**src/hdl/espc_pkg.sv**
```systemverilog
// Shared types and constants for the encoder speed PI controller.
// No dependencies; every other file imports this package.
package espc_pkg;

    localparam int MOTOR_COUNT = 2;

    localparam int CFG_IDX_W   = 3;
    localparam int CFG_DATA_W  = 24;
    localparam int COUNT_W     = 16;
    localparam int GAIN_W      = 16;
    localparam int SPEED_W     = 16;
    localparam int SCALE_W     = 24;
    localparam int DUTY_FRAC_W = 8;
    localparam int DUTY_W      = 20;
    localparam int DUTY_OUT_W  = 12;
    localparam int ERR_W       = 18;
    localparam int DERR_W      = 19;
    localparam int PI_HI_W     = 21;

    localparam logic [DUTY_OUT_W-1:0] DUTY_LIMIT  = 12'd4000;
    localparam logic [DUTY_W-1:0]     DUTY_MAX_Q8 = {DUTY_LIMIT, 8'd0};
    localparam logic [SPEED_W-1:0]    SPEED_MAX   = 16'hFFFF;

    localparam logic [GAIN_W-1:0]  PROP_GAIN_RST   = 16'd128;
    localparam logic [GAIN_W-1:0]  INTEG_GAIN_RST  = 16'd102;
    localparam logic [SCALE_W-1:0] SPEED_SCALE_RST = 24'd65536;

    typedef enum logic [CFG_IDX_W-1:0] {
        CFG_PROP_GAIN      = 3'd0,
        CFG_INTEG_GAIN     = 3'd1,
        CFG_TARGET_SPEED_A = 3'd2,
        CFG_TARGET_SPEED_B = 3'd3,
        CFG_SPEED_SCALE    = 3'd4
    } cfg_index_e;

    typedef struct packed {
        logic               motor_select;
        logic [COUNT_W-1:0] pulse_count;
    } in_item_t;

    typedef struct packed {
        logic                  motor_echo;
        logic [DUTY_OUT_W-1:0] duty_out;
        logic [SPEED_W-1:0]    wheel_speed;
    } out_item_t;

    typedef enum logic [2:0] {
        ST_IDLE,
        ST_READ,
        ST_SUM,
        ST_SPD_MUL,
        ST_ERROR,
        ST_PI_MUL,
        ST_UPDATE,
        ST_DONE
    } state_t;

    typedef struct packed {
        logic in_ready;
        logic mem_rw;
        logic sum_upd;
        logic spd_step;
        logic err_upd;
        logic pi_step;
        logic duty_upd;
        logic out_load;
    } ctrl_t;

endpackage

```
**src/hdl/encoder_speed_pi_controller.sv**
```systemverilog
// Top level of the encoder speed PI controller: window store, bit-serial
// multipliers, sequencer and output register. Depends on espc_pkg.
//
// Each transfer on the input channel is one control tick for motor 0 or 1.
// The pulse count enters a WINDOW_DEPTH-entry moving-sum window kept per
// motor; the window sum times speed_scale (Q16) gives the wheel speed in
// mm/s, truncated and saturated at 65535. The error against the motor's
// target speed drives an incremental PI step, duty += kp*(e - e_prev) + ki*e,
// gains in unsigned Q8.8, duty in Q.8 clamped to 0..4000. Every tick yields
// one result: motor, integer duty and wheel speed. One tick is in work at a
// time. Its main steps are the two bit-serial shift-add multipliers, one
// multiplier bit per cycle: the speed scaling walks the SUM_W window-sum
// bits (SUM_W = 16 + clog2(WINDOW_DEPTH)) and the gain pass the 16 gain bits.
// The input side is ready again as soon as the result is parked in the output
// register, so a result waiting on out_ready stalls only the next result.
// Configuration writes are always taken (cfg_ready stays high); write them
// only while no tick is in work. Window entries carry valid bits that reset
// clears, so no clearing pass is needed after reset.
module encoder_speed_pi_controller
    import espc_pkg::*;
#(
    parameter int WINDOW_DEPTH = 5
)
(
    input  logic                  clk,
    input  logic                  rst_n,
    input  logic                  in_valid,
    output logic                  in_ready,
    input  in_item_t              in_data,
    output logic                  out_valid,
    input  logic                  out_ready,
    output out_item_t             out_data,
    input  logic                  cfg_valid,
    output logic                  cfg_ready,
    input  logic [CFG_IDX_W-1:0]  cfg_index,
    input  logic [CFG_DATA_W-1:0] cfg_data
);

    localparam int PTR_W     = (WINDOW_DEPTH > 1) ? $clog2(WINDOW_DEPTH) : 1;
    localparam int SUM_W     = COUNT_W + $clog2(WINDOW_DEPTH);
    localparam int ADDR_W    = PTR_W + 1;
    localparam int MEM_DEPTH = 2 ** ADDR_W;
    localparam int PROD_W    = SCALE_W + 1 + SUM_W;
    localparam int CNT_W     = $clog2(SUM_W + 1);
    localparam int DELTA_W   = PI_HI_W + GAIN_W;
    localparam int DSUM_W    = DELTA_W + 1;

    localparam logic [PTR_W-1:0] PTR_LAST = PTR_W'(WINDOW_DEPTH - 1);
    localparam logic [CNT_W-1:0] SPD_LAST = CNT_W'(SUM_W - 1);
    localparam logic [CNT_W-1:0] PI_LAST  = CNT_W'(GAIN_W - 1);

    // Sequencer
    state_t state_reg;
    state_t state_next;
    ctrl_t  ctrl;

    // Configuration registers
    logic [GAIN_W-1:0]  prop_gain_reg;
    logic [GAIN_W-1:0]  integ_gain_reg;
    logic [SPEED_W-1:0] target_a_reg;
    logic [SPEED_W-1:0] target_b_reg;
    logic [SCALE_W-1:0] speed_scale_reg;

    // Per-motor state
    logic [PTR_W-1:0]         ptr_reg      [MOTOR_COUNT];
    logic [SUM_W-1:0]         sum_reg      [MOTOR_COUNT];
    logic signed [ERR_W-1:0]  prev_err_reg [MOTOR_COUNT];
    logic [DUTY_W-1:0]        duty_acc_reg [MOTOR_COUNT];

    // Window store
    logic [COUNT_W-1:0]   win_mem [MEM_DEPTH];
    logic [MEM_DEPTH-1:0] win_valid_reg;
    logic [COUNT_W-1:0]   old_reg;
    logic                 old_valid_reg;

    // Tick in work
    in_item_t             item_reg;
    logic [CNT_W-1:0]     cnt_reg;
    logic [SUM_W-1:0]     mul_a_reg;
    logic [SCALE_W:0]     spd_hi_reg;
    logic [SUM_W-1:0]     spd_lo_reg;
    logic [SPEED_W-1:0]   speed_reg;
    logic signed [ERR_W-1:0]   err_reg;
    logic signed [DERR_W-1:0]  derr_reg;
    logic [GAIN_W-1:0]    kp_sh_reg;
    logic [GAIN_W-1:0]    ki_sh_reg;
    logic signed [PI_HI_W-1:0] pi_hi_reg;
    logic [GAIN_W-1:0]    pi_lo_reg;
    logic [DUTY_W-1:0]    duty_new_reg;

    // Output register
    out_item_t out_reg;
    logic      out_valid_reg;

    // Datapath nets
    logic                      m;
    logic [ADDR_W-1:0]         addr;
    logic [COUNT_W-1:0]        old_cnt;
    logic [SUM_W-1:0]          sum_new;
    logic [SCALE_W:0]          spd_add;
    logic [PROD_W-1:0]         product;
    logic [SPEED_W-1:0]        speed_sat;
    logic [SPEED_W-1:0]        target_sel;
    logic signed [ERR_W-1:0]   err_new;
    logic signed [DERR_W-1:0]  derr_new;
    logic signed [PI_HI_W-1:0] term_p;
    logic signed [PI_HI_W-1:0] term_i;
    logic signed [PI_HI_W-1:0] pi_sum;
    logic signed [DELTA_W-1:0] delta;
    logic signed [DSUM_W-1:0]  duty_sum;
    logic signed [DSUM_W-1:0]  duty_max_s;
    logic [DUTY_W-1:0]         duty_clamped;

    assign in_ready  = ctrl.in_ready;
    assign cfg_ready = 1'b1;
    assign out_valid = out_valid_reg;
    assign out_data  = out_reg;

    // ---------------------------------------------------------------
    // Sequencer: next state
    // ---------------------------------------------------------------
    always_comb
    begin
        state_next = state_reg;
        unique case (state_reg)
            ST_IDLE:
            begin
                if (in_valid)
                begin
                    state_next = ST_READ;
                end
            end
            ST_READ:    state_next = ST_SUM;
            ST_SUM:     state_next = ST_SPD_MUL;
            ST_SPD_MUL:
            begin
                if (cnt_reg == SPD_LAST)
                begin
                    state_next = ST_ERROR;
                end
            end
            ST_ERROR:   state_next = ST_PI_MUL;
            ST_PI_MUL:
            begin
                if (cnt_reg == PI_LAST)
                begin
                    state_next = ST_UPDATE;
                end
            end
            ST_UPDATE:  state_next = ST_DONE;
            ST_DONE:
            begin
                if (!out_valid_reg || out_ready)
                begin
                    state_next = ST_IDLE;
                end
            end
            default:    state_next = ST_IDLE;
        endcase
    end

    // ---------------------------------------------------------------
    // Sequencer: step controls
    // ---------------------------------------------------------------
    always_comb
    begin
        ctrl = '0;
        unique case (state_reg)
            ST_IDLE:    ctrl.in_ready = 1'b1;
            ST_READ:    ctrl.mem_rw   = 1'b1;
            ST_SUM:     ctrl.sum_upd  = 1'b1;
            ST_SPD_MUL: ctrl.spd_step = 1'b1;
            ST_ERROR:   ctrl.err_upd  = 1'b1;
            ST_PI_MUL:  ctrl.pi_step  = 1'b1;
            ST_UPDATE:  ctrl.duty_upd = 1'b1;
            ST_DONE:    ctrl.out_load = !out_valid_reg || out_ready;
            default:    ctrl = '0;
        endcase
    end

    // ---------------------------------------------------------------
    // Datapath
    // ---------------------------------------------------------------
    assign m    = item_reg.motor_select;
    assign addr = {m, ptr_reg[m]};

    // Drop the oldest count and add the new one
    assign old_cnt = old_valid_reg ? old_reg : '0;
    assign sum_new = sum_reg[m] - SUM_W'(old_cnt) + SUM_W'(item_reg.pulse_count);

    // Speed scaling: LSB-first shift-add, one window-sum bit per cycle
    assign spd_add = spd_hi_reg + (mul_a_reg[0] ? {1'b0, speed_scale_reg} : '0);
    assign product = {spd_hi_reg, spd_lo_reg};
    assign speed_sat = (|product[PROD_W-1:32]) ? SPEED_MAX : product[31:16];

    assign target_sel = m ? target_b_reg : target_a_reg;
    assign err_new    = signed'({2'b00, target_sel}) - signed'({2'b00, speed_sat});
    assign derr_new   = signed'({err_new[ERR_W-1], err_new})
                      - signed'({prev_err_reg[m][ERR_W-1], prev_err_reg[m]});

    // Gain pass: both products share one accumulator, one gain bit per cycle
    assign term_p = kp_sh_reg[0]
                  ? signed'({{(PI_HI_W-DERR_W){derr_reg[DERR_W-1]}}, derr_reg}) : '0;
    assign term_i = ki_sh_reg[0]
                  ? signed'({{(PI_HI_W-ERR_W){err_reg[ERR_W-1]}}, err_reg}) : '0;
    assign pi_sum = pi_hi_reg + term_p + term_i;

    assign delta      = signed'({pi_hi_reg, pi_lo_reg});
    assign duty_max_s = signed'({{(DSUM_W-DUTY_W){1'b0}}, DUTY_MAX_Q8});
    assign duty_sum   = signed'({{(DSUM_W-DUTY_W){1'b0}}, duty_acc_reg[m]})
                      + signed'({delta[DELTA_W-1], delta});

    always_comb
    begin
        if (duty_sum[DSUM_W-1])
        begin
            duty_clamped = '0;
        end
        else if (duty_sum > duty_max_s)
        begin
            duty_clamped = DUTY_MAX_Q8;
        end
        else
        begin
            duty_clamped = duty_sum[DUTY_W-1:0];
        end
    end

    // ---------------------------------------------------------------
    // Control state, configuration and per-motor state
    // ---------------------------------------------------------------
    always_ff @(posedge clk or negedge rst_n)
    begin
        if (!rst_n)
        begin
            state_reg       <= ST_IDLE;
            out_valid_reg   <= 1'b0;
            prop_gain_reg   <= PROP_GAIN_RST;
            integ_gain_reg  <= INTEG_GAIN_RST;
            target_a_reg    <= '0;
            target_b_reg    <= '0;
            speed_scale_reg <= SPEED_SCALE_RST;
            win_valid_reg   <= '0;
            for (int i = 0; i < MOTOR_COUNT; i++)
            begin
                ptr_reg[i]      <= '0;
                sum_reg[i]      <= '0;
                prev_err_reg[i] <= '0;
                duty_acc_reg[i] <= '0;
            end
        end
        else
        begin
            state_reg <= state_next;

            if (cfg_valid && cfg_ready)
            begin
                unique case (cfg_index)
                    CFG_PROP_GAIN:      prop_gain_reg   <= cfg_data[GAIN_W-1:0];
                    CFG_INTEG_GAIN:     integ_gain_reg  <= cfg_data[GAIN_W-1:0];
                    CFG_TARGET_SPEED_A: target_a_reg    <= cfg_data[SPEED_W-1:0];
                    CFG_TARGET_SPEED_B: target_b_reg    <= cfg_data[SPEED_W-1:0];
                    CFG_SPEED_SCALE:    speed_scale_reg <= cfg_data[SCALE_W-1:0];
                    default:            ;
                endcase
            end

            if (ctrl.mem_rw)
            begin
                win_valid_reg[addr] <= 1'b1;
            end

            // Advance the window pointer and hold the new sum
            if (ctrl.sum_upd)
            begin
                sum_reg[m] <= sum_new;
                ptr_reg[m] <= (ptr_reg[m] == PTR_LAST) ? '0 : ptr_reg[m] + 1'b1;
            end

            if (ctrl.duty_upd)
            begin
                duty_acc_reg[m] <= duty_clamped;
                prev_err_reg[m] <= err_reg;
            end

            if (ctrl.out_load)
            begin
                out_valid_reg <= 1'b1;
            end
            else if (out_ready)
            begin
                out_valid_reg <= 1'b0;
            end
        end
    end

    // ---------------------------------------------------------------
    // Window store: read the oldest count, overwrite it with the new one
    // ---------------------------------------------------------------
    always_ff @(posedge clk)
    begin
        if (ctrl.mem_rw)
        begin
            old_reg       <= win_mem[addr];
            win_mem[addr] <= item_reg.pulse_count;
        end
    end

    // ---------------------------------------------------------------
    // Payload registers of the tick in work
    // ---------------------------------------------------------------
    always_ff @(posedge clk)
    begin
        if (in_valid && ctrl.in_ready)
        begin
            item_reg <= in_data;
        end

        if (ctrl.mem_rw)
        begin
            old_valid_reg <= win_valid_reg[addr];
        end

        if (ctrl.sum_upd)
        begin
            mul_a_reg  <= sum_new;
            spd_hi_reg <= '0;
            spd_lo_reg <= '0;
            cnt_reg    <= '0;
        end

        if (ctrl.spd_step)
        begin
            mul_a_reg  <= mul_a_reg >> 1;
            spd_hi_reg <= spd_add >> 1;
            spd_lo_reg <= {spd_add[0], spd_lo_reg[SUM_W-1:1]};
            cnt_reg    <= cnt_reg + 1'b1;
        end

        if (ctrl.err_upd)
        begin
            speed_reg <= speed_sat;
            err_reg   <= err_new;
            derr_reg  <= derr_new;
            kp_sh_reg <= prop_gain_reg;
            ki_sh_reg <= integ_gain_reg;
            pi_hi_reg <= '0;
            pi_lo_reg <= '0;
            cnt_reg   <= '0;
        end

        if (ctrl.pi_step)
        begin
            kp_sh_reg <= kp_sh_reg >> 1;
            ki_sh_reg <= ki_sh_reg >> 1;
            pi_hi_reg <= pi_sum >>> 1;
            pi_lo_reg <= {pi_sum[0], pi_lo_reg[GAIN_W-1:1]};
            cnt_reg   <= cnt_reg + 1'b1;
        end

        if (ctrl.duty_upd)
        begin
            duty_new_reg <= duty_clamped;
        end

        if (ctrl.out_load)
        begin
            out_reg.motor_echo  <= m;
            out_reg.duty_out    <= duty_new_reg[DUTY_W-1:DUTY_FRAC_W];
            out_reg.wheel_speed <= speed_reg;
        end
    end

endmodule

```
**config.mk**
```make
export PLATFORM = sky130hd
export DESIGN_NAME = encoder_speed_pi_controller
export DESIGN_NICKNAME = d
export VERILOG_FILES = /design/src/hdl/espc_pkg.sv /design/src/hdl/encoder_speed_pi_controller.sv
export SDC_FILE = /design/constraint.sdc
export NUM_CORES = 1
export LEC_CHECK = 0
export BUFFER_PORTS_ARGS = -buffer_cell sky130_fd_sc_hd__buf_2
export CORE_MARGIN = 5
export CORE_UTILIZATION = 45
export DETAILED_ROUTE_END_ITERATION = 10
export PLACE_DENSITY = 0.59
export SLEW_MARGIN = 15
export SYNTH_ARGS = -nofsm -noshare
export SYNTH_HDL_FRONTEND = slang
export SYNTH_SLANG_ARGS = --single-unit
```
**constraint.sdc**
```tcl
create_clock -name clk -period 5.5 [get_ports clk]
set_clock_uncertainty 0.15 [all_clocks]
set_input_delay 0.275 -clock clk [delete_from_list [all_inputs] [get_ports clk]]
set_output_delay 0.275 -clock clk [all_outputs]
set_load 0.02 [all_outputs]
```
Word-level counts from Yosys, hierarchy flattened
Memories as Yosys holds them, arrays and structs flattened. A register that Yosys moved wholly into a read port is not among the register bits.
Index checks and enable logic that the tools add are counted.

storage, ports and cells
  input bits = 49
  flip-flop bits (word level) = 483
  output and inout port bits = 32
  memories kept = 1
  bits in writable memories = 256
  word-level logic and storage cells = 163

cells by class
  mux-type cells = 72
  add/sub/neg operators = 10
  reductions and logical operators = 18
  equal/unequal tests = 18
  order comparisons = 5
  bitwise gates (word level) = 2

memories
  memory   words  width  read ports  clocked after Yosys merged registers in  wr ports  RTL line                           source
  win_mem  16     16     1           1                                        1         encoder_speed_pi_controller.sv:71  logic [COUNT_W-1:0] win_mem [MEM_DEPTH];

operator list
  kind                    number
  $mux W20                6
  $mux W19                6
  $mux W18                6
  $mux W21                4
  $mux W16                5
  $mux W24                3
  $mux W15                4
  $add A21 B21 Y21        2
  $bwmux W40              1
  $add A21 B37 Y38        1
  $bwmux W38              1
  $gt A38 B21 Y1 const B  1
  $bwmux W36              1
  $mux W3                 9
  $add A24 B24 Y25        1
  $pmux W3 S8             1
  $demux W20 S1           1
  $mux W5                 4
  $add A19 B16 Y19        1
  $demux W19 S1           1
  $sub A17 B18 Y19        1
  $sub A19 B16 Y19        1
  $demux W18 S1           1
  $eq A3 B3 Y1 const B    6
  28 further kinds        57

Depth between registers and ports, before layout
  depth in word-level cells = 9
  depth in mapped cells = 25
  mapped depth without buffers = 22

Least setup slack after synthesis
OpenSTA, ideal clock, no wires.

  kind = reg2reg
  from = register item_reg, in the netlist m
  to = register derr_reg[16], data pin
  clock period less this slack = 5706 ps
  slack = -206 ps
  cell stages (with the launch flop) = 23
  data required time = 5215 ps
  setup time = 135 ps
  data arrival time = 5421 ps
  cell sequence = edfxtp_1 -> buf_6 -> clkbuf_1 -> clkbuf_1 -> clkbuf_1 -> clkbuf_1 -> mux2i_1 -> ha_1 -> inv_1 -> fa_1 -> xnor2_1 -> xnor2_1 -> ha_1 -> a21o_1 -> a21oi_1 -> nor2b_1 -> o21a_1 -> o41ai_1 -> o21a_1 -> o21ba_2 -> o21a_1 -> or4_1 -> nand3_1

on the way
  elaborated cells on any way between the ends = 7

RTL lines
  item                    RTL line                            source
  start, declared         encoder_speed_pi_controller.sv:77   in_item_t item_reg;
  start signal, assigned  encoder_speed_pi_controller.sv:316  item_reg <= in_data;
  $mux W16                encoder_speed_pi_controller.sv:196  assign target_sel = m ? target_b_reg : target_a_reg;
  $sub A16 B16 Y17        encoder_speed_pi_controller.sv:197  assign err_new = signed'({2'b00, target_sel}) - signed'({2'b00, speed_sat});
  named net err_new[2]    encoder_speed_pi_controller.sv:104  logic signed [ERR_W-1:0] err_new;
  $sub A17 B18 Y19        encoder_speed_pi_controller.sv:199  - signed'({prev_err_reg[m][ERR_W-1], prev_err_reg[m]});
  named net derr_new[16]  encoder_speed_pi_controller.sv:105  logic signed [DERR_W-1:0] derr_new;
  end signal, assigned    encoder_speed_pi_controller.sv:344  derr_reg <= derr_new;
  end, declared           encoder_speed_pi_controller.sv:84   logic signed [DERR_W-1:0] derr_reg;

The timed path passes the listed nets, and every way through them passes these cells. The select of a mux whose other input is x is not followed.
A chain may end at the register's enable or synchronous reset.

Worst setup path in the final report
  from = register spd_hi_reg[20]
  to = register derr_reg[16], data pin

on the way
  longest elaborated chain between the ends = 4

ends and longest elaborated chain
  item                    RTL line                            source
  start, declared         encoder_speed_pi_controller.sv:80   logic [SCALE_W:0] spd_hi_reg;
  start signal, assigned  encoder_speed_pi_controller.sv:335  spd_hi_reg <= spd_add >> 1;
  $reduce_or A11 Y1       encoder_speed_pi_controller.sv:194  assign speed_sat = (|product[PROD_W-1:32]) ? SPEED_MAX : product[31:16];
  $mux W16                encoder_speed_pi_controller.sv:194
  $sub A16 B16 Y17        encoder_speed_pi_controller.sv:197
  named net err_new[7]    encoder_speed_pi_controller.sv:104
  $sub A17 B18 Y19        encoder_speed_pi_controller.sv:199
  named net derr_new[16]  encoder_speed_pi_controller.sv:105

The timed path passes the listed nets, and every way through them passes these cells.

==> impl_metrics.yaml <==
pwr:
  p_per_area_mw_per_mm2: 562.2
  leakagePower_nw: 16.12
  power_mw: 22.69
  ir_drop_mv: 0.4401
worst_setup_path:
  critPathLaunchType: "register"
  worst_r2r_path_depth: 20
  reg2reg_to: "derr_reg[16]"
  r2r_setup_slack_ns: 0.21
  path_class: "reg2reg"
  critical_path_peak_fanout: 5
  worstPathArrival_ns: 5.63
  cp-end-kind: "register"
  crit_path_start: "spd_hi_reg[20]"
  cp.required_ns: 5.84
  r2r_start: "spd_hi_reg[20]"
synth:
  synth-main-ff-cell: "edfxtp_1"
  synth_top_cell_area_share: 0.4237
  synth_fp_nets: 3237
  async_flop_share: 0.3104
  synth_edf_count: 499
  synth_top_cells_by_area: "edfxtp_1 (42%), dfrtp_1 (16%), nand2_1 (5.8%), mux2_2 (5.0%), ha_1 (4.4%)"
  netlist_instances: 3024
  synth_warnings: 0
  yosysTopAreaCell: "edfxtp_1"
  netlist_area_mm2: 0.03536
  synth.most_common_cell: "nand2_1"
  yosysSeqAreaShare: 0.5856
  synth.distinct_cells: 79
  ys_top_cells_by_count: "nand2_1 (545), edfxtp_1 (499), dfrtp_1 (220)"
  avgSynthCellArea_um2: 11.69
  ys_ff_latch: 728
die:
  fp.dieH_um: 290.3
  die_area_mm2: 0.08429
  coreArea_mm2: 0.07772
  initial_utilization: 0.4550
  io_pins: 81
  row_count: 102
  dieWidth_um: 290.3
routing:
  drt_iter0_drc: 1635
  ant_nets: 0
  wl_per_cell_um: 19.83
  drt_pre_antenna_iters: 6
  viasPerCell: 5.517
  wl_mm: 84.51
  drc: 0
  vias: 23515
layout:
  layout-drive-gt1-share: 0.1555
  largest_register_ffs: 256
  area_growth_pct: 14.14
  layout.cells.non_filler: 4262
  fin_nets: 3367
  diodes: 0
cts:
  clock_latency_ns: 0.63
  htree_levels: 3
  cts_root_buf: "clkbuf_16"
  cts_buffer_depth: 3
  path_clk_slew_ns: 0.06
  cts_tree: "built"
  cts_buffers: 80
  clock_sinks: 728
worst_hold_path:
  hold_depth: 2
  hold_end: "speed_scale_reg[15]"
  holdCritStartpoint: "cfg_data[15]"
  min_path_type: "in2reg"
global_routing:
  grt_pass1_wl_mm: 133.3
  grtUsageTotal: 0.1959
  grt_max_degree: 151
  grt_overflow: 0
  grt_pass1_vias: 23556
  antenna_found_initial: 6
sta:
  max_freq_ghz: 0.1890
  period_minus_slack_ns: 5.291
  drv_slew: 0
  slew-limit-headroom: 0.1751
  final.setup.tns_ns: 0
  hold_viol_final: 0
  worst_pin_slew_ns: 1.234
  fin_crit_sh: 0.9620
  setup_viol: 0
placed_design:
  gp_congestion: 0.8709
  placedCellCount: 4070
  dp_hpwl_mm: 55.43
  portBuffers: 79
status:
  status: "completed"
job:
  cap_viol_max_count: 0
[worst max-delay path, stage by stage (launching register included)]
cell and delay [ns]:
edfxtp_1 0.43, nor4_2 0.40, nand3_2 0.27, nor2_1 0.23, ha_1 0.25, nor2b_1 0.14, o21ai_1 0.28, a21o_1 0.19
a21oi_1 0.07, o21a_1 0.19, o21a_1 0.23, o21a_1 0.18, nor2_1 0.11, xnor2_1 0.10, ha_1 0.29, o41ai_4 0.43
o21a_1 0.23, o21ba_2 0.17, o21a_1 0.24, or4_1 0.48, nand3_1 0.09
[worst max path at each step]
stage                     cells past startpoint  slack, ns            to
after floorplan                              22       0.02  derr_reg[16]
after global placement                       21      -0.05  derr_reg[16]
after detailed placement                     20      -0.21  derr_reg[16]
after CTS                                    21       0.07  derr_reg[16]
after global routing                         20      -0.05  derr_reg[16]
final                                        20       0.21  derr_reg[16]
[layout by cell type (no fill, tap or decap), types with 58 or more instances in the layout]
cell	n
and2_1	88
mux2_2	157
xnor2_1	59
buf_2	78
o21ai_0	112
ha_1	123
inv_1	117
buf_4	58
dfrtp_1	220
nor2_1	115
nand2_1	543
edfxtp_1	499
and3_1	71
clkbuf_16	80
nand3_1	102
a21oi_1	96
[per-layer routing]
metal | track usage | up-vias | routed length, µm
met3 | 0.02461 | 112 | 3301
met5 | 0 | - | 0
met2 | 0.3233 | 529 | 40720
met1 | 0.2799 | 11760 | 38870
li1 | - | 11114 | -
met4 | 0.04580 | 0 | 1615
[logic make-up (layout without fill, tap and decap cells)]
group	after synthesis	after routing	share of synthesized area
xor+xnor	98	98	0.02427
fa+ha+maj	164	164	0.06673
other cells	1	1	0.0001060
compound gates	469	469	0.08700
flops	728	728	0.5856
buf+inv	254	452	0.02767
mux	205	205	0.06362
simple gates	1105	1105	0.1450
[stage by stage]
step                        util  instance area [µm²]  hold slack [ns]  worst slack (ns)
final                     0.5193                40360          0.03487            0.2093
after global routing      0.5193                40360         0.001494          -0.04594
after CTS                 0.5189                40330        0.0008510           0.06854
after detailed placement  0.4780                37150           0.1551           -0.2051
after global placement    0.4780                37150           0.1369          -0.04853
after floorplan                -                35370          -0.1706           0.02494
[power breakdown]
group          switching, mW  leakage [nW]  internal [mW]
sequential             0.715          7.33           7.47
combinational           5.45          7.47           3.52
clock                   2.25          1.33           3.29
[repair_timing]
item | in CTS | in global routing
hold buffers | 42 | 0
setup buffers | 0 | 0
gates resized for setup | 5 | 7
pin swaps | 0 | 1
endpoints found under the hold margin | 177 | 0
setup endpoints to repair | 5 | 3
[cell type report]
| class | count | area (µm²) |
|---|---|---|
| clock inverter | 43 | 588.1 |
| tap | 1040 | 1301 |
| fill | 6637 | 37360 |
| sequential | 728 | 20710 |
| inverter | 121 | 457.9 |
| multi-input combinational | 2042 | 13860 |
| clock buffer | 107 | 2143 |
| timing repair buffer | 181 | 1301 |
No activity file was read; power rests on OpenSTA's default activity.
